===== src/hdl/sfpr_pkg.sv =====
// ----------------------------------------------------------------------------
// sfpr_pkg
// Types and constants used by the serial frame parser.
// ----------------------------------------------------------------------------
package sfpr_pkg;

	localparam int MAX_PAYLOAD = 64;
	localparam int STORE_DEPTH = 70;
	localparam int ADDR_W      = 7;
	localparam int RAM_DEPTH   = 1 << ADDR_W;
	localparam int MAX_RESULTS = 40;

	localparam logic [7:0] HDR0 = 8'h57;
	localparam logic [7:0] HDR1 = 8'hAB;
	localparam logic [6:0] DROP_HDR    = 7'd2;
	localparam logic [6:0] LEN_POS     = 7'd4;
	localparam logic [6:0] FRAME_EXTRA = 7'd6;
	localparam logic [31:0] TIMEOUT_RESET = 32'd50;

	localparam logic [1:0] KIND_GOOD    = 2'd0;
	localparam logic [1:0] KIND_BADSUM  = 2'd1;
	localparam logic [1:0] KIND_TIMEOUT = 2'd2;

	typedef struct packed {
		logic        func;
		logic [7:0]  rx_byte;
		logic [31:0] now_time;
	} in_t;

	typedef struct packed {
		logic [1:0]  event_kind;
		logic [7:0]  frame_address;
		logic [7:0]  frame_command;
		logic [6:0]  payload_length;
		logic [6:0]  bytes_held;
		logic [2:0]  word_number;
		logic [63:0] payload_word;
		logic        run_end;
	} out_t;

	typedef enum logic [3:0] {
		ST_IDLE, ST_POLL, ST_TB, ST_TC, ST_BYTE, ST_SCAN, ST_R0, ST_R1,
		ST_AL, ST_H2, ST_H3, ST_H4, ST_SUM, ST_CHK, ST_PWD, ST_SEND
	} state_t;

endpackage


===== src/hdl/sfpr_ram.sv =====
// ----------------------------------------------------------------------------
// sfpr_ram
// Generic single-write, single-read RAM with registered read data.
// ----------------------------------------------------------------------------
module sfpr_ram #(
	parameter int WIDTH = 8,
	parameter int DEPTH = 128
) (
	input  logic                     clk,
	input  logic                     we,
	input  logic [$clog2(DEPTH)-1:0] waddr,
	input  logic [WIDTH-1:0]         wdata,
	input  logic                     re,
	input  logic [$clog2(DEPTH)-1:0] raddr,
	output logic [WIDTH-1:0]         rdata
);

	logic [WIDTH-1:0] mem [DEPTH];

	// write port
	always_ff @(posedge clk) begin
		if (we) begin
			mem[waddr] <= wdata;
		end
	end

	// registered read port, holds while idle
	always_ff @(posedge clk) begin
		if (re) begin
			rdata <= mem[raddr];
		end
	end

endmodule


===== src/hdl/serial_frame_parser_resync.sv =====
// Flow: a poll checks only the timeout; a stored byte starts a rescan from the buffer
//   head, and a frame found whole is summed byte by byte, then read out per payload byte.
// Throughput: one transaction at a time; the one-read-per-cycle frame RAM
//   port sets the pace of every rescan and checksum pass.
// Reset: asynchronous; buffer empty, last byte time 0, timeout limit 50.
// ----------------------------------------------------------------------------
// serial_frame_parser_resync
// Buffers 57 AB framed packets in a circular RAM, checks the byte-sum
// checksum, reports frames eight payload bytes per result, and expires
// partial frames after a silence timeout with header-drop resync.
// ----------------------------------------------------------------------------
module serial_frame_parser_resync
	import sfpr_pkg::*;
(
	input  logic        clk,
	input  logic        arst_n,
	input  logic        in_valid,
	output logic        in_stall,
	input  in_t         in_data,
	output logic        out_valid,
	input  logic        out_stall,
	output out_t        out_data,
	input  logic        cfg_valid,
	output logic        cfg_ready,
	input  logic [31:0] cfg_data
);

	state_t state_q, state_d;

	in_t          item_q;
	logic [31:0]  limit_q, last_q;
	logic [ADDR_W-1:0] head_q;
	logic [6:0]   fill_q, tot_q, len_q, j_q, p_q;
	logic [7:0]   addr_q, cmd_q, sum_q;
	logic [63:0]  word_q;
	logic         phase_q;
	logic         pend_v_q, out_v_q;
	out_t         pend_q, out_q;
	logic [5:0]   rcnt_q;

	logic [7:0]   rd;
	logic         re, we;
	logic [6:0]   rd_off, drop_n;
	logic [ADDR_W-1:0] raddr, waddr;
	logic         emit_req, adv, can_push, cnt_full, tmo, take;
	logic         emit_go, last_go;
	out_t         emit_res;
	logic [6:0]   fill_eff;
	logic [63:0]  word_nx;
	logic         word_end;

	sfpr_ram #(.WIDTH(8), .DEPTH(RAM_DEPTH)) u_ram (
		.clk   (clk),
		.we    (we),
		.waddr (waddr),
		.wdata (item_q.rx_byte),
		.re    (re),
		.raddr (raddr),
		.rdata (rd)
	);

	// handshake side
	assign in_stall  = (state_q != ST_IDLE);
	assign cfg_ready = (state_q == ST_IDLE);
	assign out_valid = out_v_q;
	assign out_data  = out_q;
	assign can_push  = !out_v_q || !out_stall;
	assign cnt_full  = (rcnt_q >= 6'(MAX_RESULTS));

	// poll and byte decisions
	assign tmo = (fill_q != 7'd0) && ((item_q.now_time - last_q) >= limit_q);
	always_comb begin
		take     = 1'b1;
		fill_eff = fill_q;
		if (fill_q == 7'd0 && item_q.rx_byte != HDR0) begin
			take = 1'b0;
		end else if (fill_q >= 7'(STORE_DEPTH)) begin
			fill_eff = 7'd0;
			take     = (item_q.rx_byte == HDR0);
		end
	end

	// payload word with the current byte merged in
	always_comb begin
		word_nx = word_q;
		word_nx[{p_q[2:0], 3'b000} +: 8] = rd;
	end
	assign word_end = (p_q[2:0] == 3'd7) || (p_q + 7'd1 == len_q);

	// next state
	always_comb begin
		state_d = state_q;
		unique case (state_q)
			ST_IDLE: if (in_valid) state_d = ST_POLL;
			ST_POLL: begin
				if (tmo) state_d = ST_TB;
				else if (item_q.func) state_d = ST_IDLE;
				else state_d = ST_BYTE;
			end
			ST_TB:   state_d = ST_TC;
			ST_TC:   if (adv) state_d = ST_SCAN;
			ST_BYTE: state_d = take ? ST_SCAN : ST_SEND;
			ST_SCAN: state_d = (fill_q == 7'd0) ? ST_SEND : ST_R0;
			ST_R0: begin
				if (rd != HDR0) state_d = ST_SCAN;
				else if (fill_q < 7'd2) state_d = ST_AL;
				else state_d = ST_R1;
			end
			ST_R1:   state_d = (rd != HDR1) ? ST_SCAN : ST_AL;
			ST_AL:   state_d = (fill_q < LEN_POS + 7'd1) ? ST_SEND : ST_H2;
			ST_H2:   state_d = ST_H3;
			ST_H3:   state_d = ST_H4;
			ST_H4: begin
				if (rd > 8'(MAX_PAYLOAD)) state_d = ST_SCAN;
				else if (fill_q < rd[6:0] + FRAME_EXTRA) state_d = ST_SEND;
				else state_d = ST_SUM;
			end
			ST_SUM:  if (j_q == tot_q - 7'd2) state_d = ST_CHK;
			ST_CHK: begin
				if (adv) begin
					if (sum_q == rd && len_q != 7'd0) state_d = ST_PWD;
					else state_d = ST_SCAN;
				end
			end
			ST_PWD:  if (adv && p_q + 7'd1 == len_q) state_d = ST_SCAN;
			ST_SEND: begin
				// end of scan; after a timeout scan a byte goes on to ST_BYTE, else the final pending result goes out here
				if (phase_q == 1'b0 && !item_q.func) state_d = ST_BYTE;
				else if (adv) state_d = ST_IDLE;
			end
			default: state_d = ST_IDLE;
		endcase
	end

	// RAM controls, result emission and drops
	always_comb begin
		re       = 1'b0;
		rd_off   = 7'd0;
		we       = 1'b0;
		drop_n   = 7'd0;
		emit_req = 1'b0;
		emit_res = '0;
		adv      = 1'b1;
		unique case (state_q)
			ST_POLL: if (tmo) begin re = 1'b1; rd_off = 7'd2; end
			ST_TB: begin re = 1'b1; rd_off = 7'd3; end
			ST_TC: begin
				emit_req = 1'b1;
				emit_res.event_kind    = KIND_TIMEOUT;
				emit_res.frame_address = addr_q;
				emit_res.frame_command = (fill_q >= 7'd4) ? rd : 8'd0;
				emit_res.bytes_held    = fill_q;
				drop_n = (fill_q >= DROP_HDR) ? DROP_HDR : fill_q;
			end
			ST_BYTE: we = take;
			ST_SCAN: if (fill_q != 7'd0) begin re = 1'b1; rd_off = 7'd0; end
			ST_R0: begin
				if (rd != HDR0) drop_n = 7'd1;
				else if (fill_q >= 7'd2) begin re = 1'b1; rd_off = 7'd1; end
			end
			ST_R1: if (rd != HDR1) drop_n = 7'd1;
			ST_AL: begin re = 1'b1; rd_off = 7'd2; end
			ST_H2: begin re = 1'b1; rd_off = 7'd3; end
			ST_H3: begin re = 1'b1; rd_off = LEN_POS; end
			ST_H4: begin
				if (rd > 8'(MAX_PAYLOAD)) drop_n = DROP_HDR;
				else begin re = 1'b1; rd_off = 7'd0; end
			end
			ST_SUM: begin
				re     = 1'b1;
				rd_off = (j_q == tot_q - 7'd2) ? tot_q - 7'd1 : j_q + 7'd1;
			end
			ST_CHK: begin
				emit_res.frame_address  = addr_q;
				emit_res.frame_command  = cmd_q;
				emit_res.payload_length = len_q;
				emit_res.bytes_held     = tot_q;
				if (sum_q != rd) begin
					emit_req = 1'b1;
					emit_res.event_kind = KIND_BADSUM;
					drop_n = DROP_HDR;
				end else if (len_q == 7'd0) begin
					emit_req = 1'b1;
					emit_res.event_kind = KIND_GOOD;
					drop_n = tot_q;
				end else begin
					re = 1'b1; rd_off = 7'd5;
				end
			end
			ST_PWD: begin
				emit_req = word_end;
				emit_res.event_kind     = KIND_GOOD;
				emit_res.frame_address  = addr_q;
				emit_res.frame_command  = cmd_q;
				emit_res.payload_length = len_q;
				emit_res.bytes_held     = tot_q;
				emit_res.word_number    = p_q[5:3];
				emit_res.payload_word   = word_nx;
				if (p_q + 7'd1 == len_q) drop_n = tot_q;
				else begin re = 1'b1; rd_off = p_q + 7'd6; end
			end
			ST_SEND: if (!(phase_q == 1'b0 && !item_q.func)) adv = !pend_v_q || can_push;
			default: ;
		endcase
		if (emit_req) adv = cnt_full || !pend_v_q || can_push;
		if (!adv) begin
			re     = 1'b0;
			drop_n = 7'd0;
		end
	end

	assign raddr = head_q + rd_off;
	assign waddr = head_q + fill_eff;

	// result slot moves
	assign emit_go = emit_req && adv && !cnt_full;
	assign last_go = (state_q == ST_SEND) && (state_d == ST_IDLE) && pend_v_q;

	// control and datapath registers
	always_ff @(posedge clk or negedge arst_n) begin
		if (!arst_n) begin
			state_q  <= ST_IDLE;
			limit_q  <= TIMEOUT_RESET;
			last_q   <= '0;
			head_q   <= '0;
			fill_q   <= '0;
			pend_v_q <= 1'b0;
			out_v_q  <= 1'b0;
			rcnt_q   <= '0;
			phase_q  <= 1'b0;
		end else begin
			state_q <= state_d;
			if (cfg_valid && cfg_ready) limit_q <= cfg_data;

			// output register loads on a push, drains when taken
			if ((emit_go && pend_v_q) || last_go) out_v_q <= 1'b1;
			else if (out_v_q && !out_stall) out_v_q <= 1'b0;

			// one-deep pending slot: a new result pushes the older one out
			if (emit_go) pend_v_q <= 1'b1;
			else if (last_go) pend_v_q <= 1'b0;

			// results of the current transaction
			if (state_q == ST_IDLE && in_valid) rcnt_q <= '0;
			else if (emit_go) rcnt_q <= rcnt_q + 6'd1;

			// buffer pointers
			head_q <= head_q + drop_n;
			if (state_q == ST_BYTE) fill_q <= take ? fill_eff + 7'd1 : fill_eff;
			else if (state_q == ST_SEND && phase_q == 1'b0) fill_q <= '0;
			else fill_q <= (drop_n >= fill_q) ? 7'd0 : fill_q - drop_n;

			unique case (state_q)
				ST_POLL: phase_q <= 1'b0;
				ST_BYTE: begin
					last_q  <= item_q.now_time;
					phase_q <= 1'b1;
				end
				default: ;
			endcase
		end
	end

	// payload registers
	always_ff @(posedge clk) begin
		if (state_q == ST_IDLE && in_valid) item_q <= in_data;
		if (emit_go) begin
			pend_q <= emit_res;
			if (pend_v_q) out_q <= pend_q;
		end else if (last_go) begin
			out_q <= {pend_q[$bits(out_t)-1:1], 1'b1};
		end
		unique case (state_q)
			ST_TB: addr_q <= (fill_q >= 7'd3) ? rd : 8'd0;
			ST_H2: addr_q <= rd;
			ST_H3: cmd_q  <= rd;
			ST_H4: begin
				len_q <= rd[6:0];
				tot_q <= rd[6:0] + FRAME_EXTRA;
				j_q   <= '0;
				sum_q <= '0;
			end
			ST_SUM: begin
				sum_q <= sum_q + rd;
				j_q   <= j_q + 7'd1;
			end
			ST_CHK: begin
				p_q    <= '0;
				word_q <= '0;
			end
			ST_PWD: if (adv) begin
				p_q    <= p_q + 7'd1;
				word_q <= word_end ? 64'd0 : word_nx;
			end
			default: ;
		endcase
	end

`ifndef SYNTH
	a_fill_bound: assert property (@(posedge clk) disable iff (!arst_n)
		fill_q <= 7'(STORE_DEPTH))
		else $error("buffer fill beyond store depth");
	a_rcnt_bound: assert property (@(posedge clk) disable iff (!arst_n)
		rcnt_q <= 6'(MAX_RESULTS))
		else $error("result count beyond limit");
	a_idle_empty: assert property (@(posedge clk) disable iff (!arst_n)
		state_q == ST_IDLE |-> !pend_v_q)
		else $error("pending result left at idle");
	a_push_last: assert property (@(posedge clk) disable iff (!arst_n)
		state_q == ST_SEND && state_d == ST_IDLE && pend_v_q |=> out_v_q && out_q.run_end)
		else $error("final result not marked");
`endif

endmodule

===== config.mk =====
export PLATFORM = sky130hd
export DESIGN_NAME = serial_frame_parser_resync
export DESIGN_NICKNAME = d
export VERILOG_FILES = /design/src/hdl/sfpr_pkg.sv /design/src/hdl/sfpr_ram.sv /design/src/hdl/serial_frame_parser_resync.sv
export SDC_FILE = /design/constraint.sdc
export NUM_CORES = 2
export LEC_CHECK = 0
export BUFFER_PORTS_ARGS = -buffer_cell sky130_fd_sc_hd__clkbuf_2
export CAP_MARGIN = 20
export CORE_UTILIZATION = 35
export DETAILED_ROUTE_END_ITERATION = 10
export HOLD_SLACK_MARGIN = 0.1
export SKIP_LAST_GASP = 1
export SYNTH_ARGS = -nofsm -noshare
export SYNTH_HDL_FRONTEND = slang
export SYNTH_HIERARCHICAL = 1
export SYNTH_SLANG_ARGS = --single-unit

===== constraint.sdc =====
create_clock -name clk -period 7.7 [get_ports clk]
set_input_delay 1.54 -clock clk [delete_from_list [all_inputs] [get_ports clk]]
set_output_delay 1.54 -clock clk [all_outputs]
set_load 0.02 [all_outputs]

# Yosys cells after proc, flatten, opt, wreduce, memory -nomap -nowiden
# Memories as Yosys holds them, arrays and structs flattened. A register that Yosys moved wholly into a read port is not among the register bits.
# Cells that the tools add are included.
# totals
ff_bits	447
mem_bits_rw	1024
in_bits	78
wordCells	222
memories	1
# classes
addsub	15
magnitude_cmp	11
eq_ne	26
n_shift	2
mux	87
n_bitwise	1
reduce_logical	44
# mem_list
name	depth	word_bits	read_ports	rd_clocked_by_memory_dff	write_ports	line_no	source
u_ram.mem	128	8	1	1	1	sfpr_ram.sv:18	logic [WIDTH-1:0] mem [DEPTH];
# ops
operator	n
100-bit 2-to-1 mux	3
64-bit 2-to-1 mux	2
64-bit one-hot mux with 2 select lines	1
7-bit 2-to-1 mux	14
64-bit bitwise mux	1
4-bit one-hot mux with 16 select lines	1
8-bit by 8-bit variable shift with 64-bit output, first input constant	1
8-bit by 8-bit indexed part select with 64-bit output	1
4-bit 2-to-1 mux	14
7-bit one-hot mux with 8 select lines	1
18-bit one-hot mux with 3 select lines	1
7-bit one-hot mux with 2 select lines	3
7-bit one-hot mux with 6 select lines	1
4-bit == test, second input constant	8
32-bit >= comparator	1
8-bit one-hot mux with 2 select lines	2
32-bit subtractor	1
1-bit 2-to-1 mux	28
7-bit by 1-bit adder with 7-bit output, second input constant	3
7-bit adder	3
4-bit by 3-bit == test with 1-bit output, second input constant	4
8-bit 2-to-1 mux	2
8-bit by 7-bit != test with 1-bit output, second input constant	2
3-bit 2-to-1 mux	5
other kinds (42)	83

# Logic depth before layout (Yosys ltp)
# logic_depth
ltp_word	14
mapped_depth	33

# Cells and area by module
# The synthesis kept the hierarchy.
# modules_own_cells
mod	instances	cells_per_inst	area_per_inst_um2	seq_area_each_um2
sfpr_ram	1	1635	39745.6	30989.7
serial_frame_parser_resync	1	1799	21561.9	12941.2

# Least setup slack after synthesis
# Ideal clock, no wire load.
# synth_path
path_kind	register to register
start	reg p_q[0]
end	reg p_q[0], enable pin
setup_time_ps	609
arrival_time_ps	7394
required_time_ps	7091
slack_ps	-303
stages_incl_launch_ff	13
period_less_slack_ps	8003
cell_sequence	edfxtp_1 buf_4 inv_1 ha_1 buf_2 xor2_1 nor3_1 and4b_1 a2111oi_4 nor2_4 o21ai_2 inv_2 a21boi_0
# synth_between
elab_chain_len	7
elab_cells_between_ends	8
cone_classes	add/sub (1); eq/ne (3); mux (2); reduce/logical (2)
# synth_lines
element	line_no	source
start: declaration	serial_frame_parser_resync.sv:33	logic [6:0] fill_q, tot_q, len_q, j_q, p_q;
start signal: assignment	serial_frame_parser_resync.sv:292	p_q <= p_q + 7'd1;
7-bit by 1-bit adder with 7-bit output	serial_frame_parser_resync.sv:88	assign word_end = (p_q[2:0] == 3'd7) || (p_q + 7'd1 == len_q);
7-bit == test	serial_frame_parser_resync.sv:88	
1-bit logical OR (*)	serial_frame_parser_resync.sv:88	
1-bit one-hot mux with 3 select lines (*)	serial_frame_parser_resync.sv:144	unique case (state_q)
1-bit 2-to-1 mux (*)	serial_frame_parser_resync.sv:205	if (emit_req) adv = cnt_full || !pend_v_q || can_push;
2-bit != test (no line) (*)	-	
2-bit AND reduction (no line) (*)	-	
# Mark *: on every way between the ends. The rest lies on a longest branch, timed or not.
# A chain may end at the register's enable or synchronous reset.

# Worst setup path in the final report
# layout_path
start	reg item_q[1] in the netlist's numbering
end	reg u_ram.rdata[0], read port of u_ram.mem, data pin
# layout_between
elab_chain_len	6
elab_cells_between_ends	9
cone_classes	add/sub (2); order compare (1); mux (5); reduce/logical (1)
# layout_lines
element	line_no	source
start: declaration	serial_frame_parser_resync.sv:30	in_t item_q;
start signal: assignment	serial_frame_parser_resync.sv:266	if (state_q == ST_IDLE && in_valid) item_q <= in_data;
32-bit subtractor	serial_frame_parser_resync.sv:71	assign tmo = (fill_q != 7'd0) && ((item_q.now_time - last_q) >= limit_q);
32-bit >= comparator	serial_frame_parser_resync.sv:71	
1-bit logical AND	serial_frame_parser_resync.sv:71	
2-bit 2-to-1 mux	serial_frame_parser_resync.sv:145	ST_POLL: if (tmo) begin re = 1'b1; rd_off = 7'd2; end
7-bit one-hot mux with 8 select lines	serial_frame_parser_resync.sv:144	
7-bit adder	serial_frame_parser_resync.sv:212	assign raddr = head_q + rd_off;
via raddr[2]	serial_frame_parser_resync.sv:44	logic [ADDR_W-1:0] raddr, waddr;
end: declaration	sfpr_ram.sv:15	output logic [WIDTH-1:0] rdata
# The timed path passes the listed nets, and every way through them passes these cells.

==> metrics.cfg <==
[critical_path]
critPathMostFrequentCell = a21o_1
path_class = register to register
cp_top_family = compound AO/OA/AOI/OAI gates
cp_slowest_stage_delay_ns = 0.57
cp.required_ns = 8.25
cp_slowest_cell = mux4_2
critPathMaxFanout = 19
endpoint_kind = register
path_buf_inv = 3
start_kind = register
critPathArrivalTime_ns = 7.78

[finish]
drive_above_1_share_pct = 25.12
fin_cells = 6208
final_util_pct = 40.94
area_delta_synth_final_pct = 16.21
nNetsFinal = 3953
final_common_cell = edfxtp_1
final_cell_mix = 1387 x edfxtp_1, 336 x mux4_2, 272 x nor2_1

[clock_network]
cts_tree = done
holdBufCountCts = 0
root_buffer = clkbuf_16
cts.clk_slew.worst_paths_ns = 0.06
htreeDepth = 4
cts_buffer_depth = 3
cts-resized-gates = 0
insertion_delay_ns = 0.80
cts_buffers = 153
clock_sinks = 1478
post_cts_buffers = 0

[synthesis]
synth.cell_area_mm2 = 0.06131
ys_warn_count = 6
netlist_instances = 3434
ys_seq_area_share_pct = 71.66
synthArstFlopShare_pct = 6.157
syn_avg_cell_area_um2 = 17.85
syn_nets = 3634
synth-edff-count = 1387
ys.flop_type = edfxtp_1
ys_ff_latch = 1478
yosysUniqueCellTypes = 87

[sta]
relSlewSlack_pct = 21.72
hold_viol = 0
max_freq_ghz = 0.1381
min_period_over_period_pct = 94.02
setup_viol_count_final = 0
fin_skew_ns = 0.04002
whs_ns = 0.4105
maxSlewViolCount = 0
worst_slew_pin_slew_ns = 1.170
setup_tns_ns = 0
min_period_ns = 7.239
rsz0062_at_grt = no

[status]
status = completed

[placed_design]
dp_hpwl_um = 92510
dp_cells = 5913
gp_congestion = 0.8642
io_buffers = 180

[drt]
vias_per_cell = 5.177
drc = 0
firstDrtPassIters = 8
wl_um = 144000
drt_iter0_markers = 2862
via_count = 32137
wire_per_inst_um = 23.20
final_antenna_net_count = 0

[global_route]
grt_pass1_vias = 32214
grt_max_degree = 113
grt_pass1_wl_um = 213400
overflow = 0
antenna_found_initial = 5
track_usage_pct = 16.33

[floorplanning]
rows = 153
die_x_um = 420.5
die_h_um = 420.5
ioPinCount = 181
die_area_mm2 = 0.1768
start_util_pct = 35.23
coreArea_mm2 = 0.1740

[power]
finalPower_mw = 32.32
ir_drop_mv = 0.3714
power_leakage_nw = 24.03
p_per_area_mw_per_mm2 = 453.6

[min_path]
hp-class = register to register

[job]
max_cap_violations = 0

per-layer routing:
layer	track usage, %	vias to the layer above	routed length (um)
met5	0.4724	-	147
met4	4.240	6	2810
met3	3.284	183	9545
met2	26.81	1093	70180
met1	22.05	16646	61360
li1	-	14209	-
cell families (layout without fill, tap and decap cells):
group,Yosys count,in the layout,synth area share (%)
other,0,1,0
muxes,408,408,13.60
adders and majority gates,122,122,2.563
xor gates and xnor gates,98,98,1.467
and+or+nand+nor,718,718,5.451
buffers and inverters,278,726,1.853
AOI/OAI and AO/OA,332,332,3.408
DFF,1478,1478,71.66
sequential cells by signal, indices dropped and copies added (netlist names), 8 cells and up:
signal	cells
last_q	32
item_q	41
pend_q	99
u_ram/mem	1024
out_data	100
addr_q	8
limit_q	32
sum_q	8
cmd_q	8
word_q	64
u_ram/rdata	8
where the power goes:
part	total [mW]	leakage, nW	switching [mW]	internal, mW
clock	7.57	2.52	3.20	4.37
combinational	14.8	7.85	7.68	7.08
sequential	9.98	13.7	0.367	9.62
final cells by class:
type / instances / area, um^2
multi-input combinational: 1678 / 16420
antenna: 1 / 2.502
fill: 15336 / 102800
clock inverter: 94 / 1127
clock buffer: 190 / 4050
tap: 2325 / 2909
sequential: 1478 / 43930
timing repair buffer: 320 / 2345
inverter: 122 / 462.9
cell usage after synthesis, drive strengths merged (34+ instances only):
master	number	area share (%)
inv	122	0.75
nor2b	38	0.39
a21oi	109	0.90
buf	67	0.56
a21o	34	0.42
edfxtp	1387	68
mux2	40	0.73
dfrtp	88	3.6
xnor2	61	0.87
mux4	336	12
ha	116	2.4
clkbuf	89	0.55
xor2	34	0.49
nor3	79	0.65
nand2	152	0.94
nand3	55	0.45
nor2	274	1.7
o21ai	86	0.71
stage by stage:
| step | worst slack, ns | area [um^2] |
|---|---|---|
| 3_5_place_dp | 0.2620 | 65880 |
| 6_report | 0.4606 | 71250 |
| 4_1_cts | 0.2230 | 71060 |
| 3_3_place_gp | 0.2664 | 65810 |
| 2_1_floorplan | 1.041 | 61310 |
| 5_1_grt | 0.07324 | 71250 |
path summary, 6_finish.rpt:
check                      cells after the start       start              to  slack, ns
max                                           27   item_q[1]  u_ram/rdata[0]       0.46
min                                            0  pend_q[70]    out_data[70]       0.41
max reg2reg                                   27   item_q[1]  u_ram/rdata[0]       0.46
min reg2reg                                    0  pend_q[70]    out_data[70]       0.41
max in group asynchronous                      3      arst_n      limit_q[1]       6.12
min in group asynchronous                      1      arst_n      last_q[12]       0.63
No activity file was read; power rests on OpenSTA's default activity.
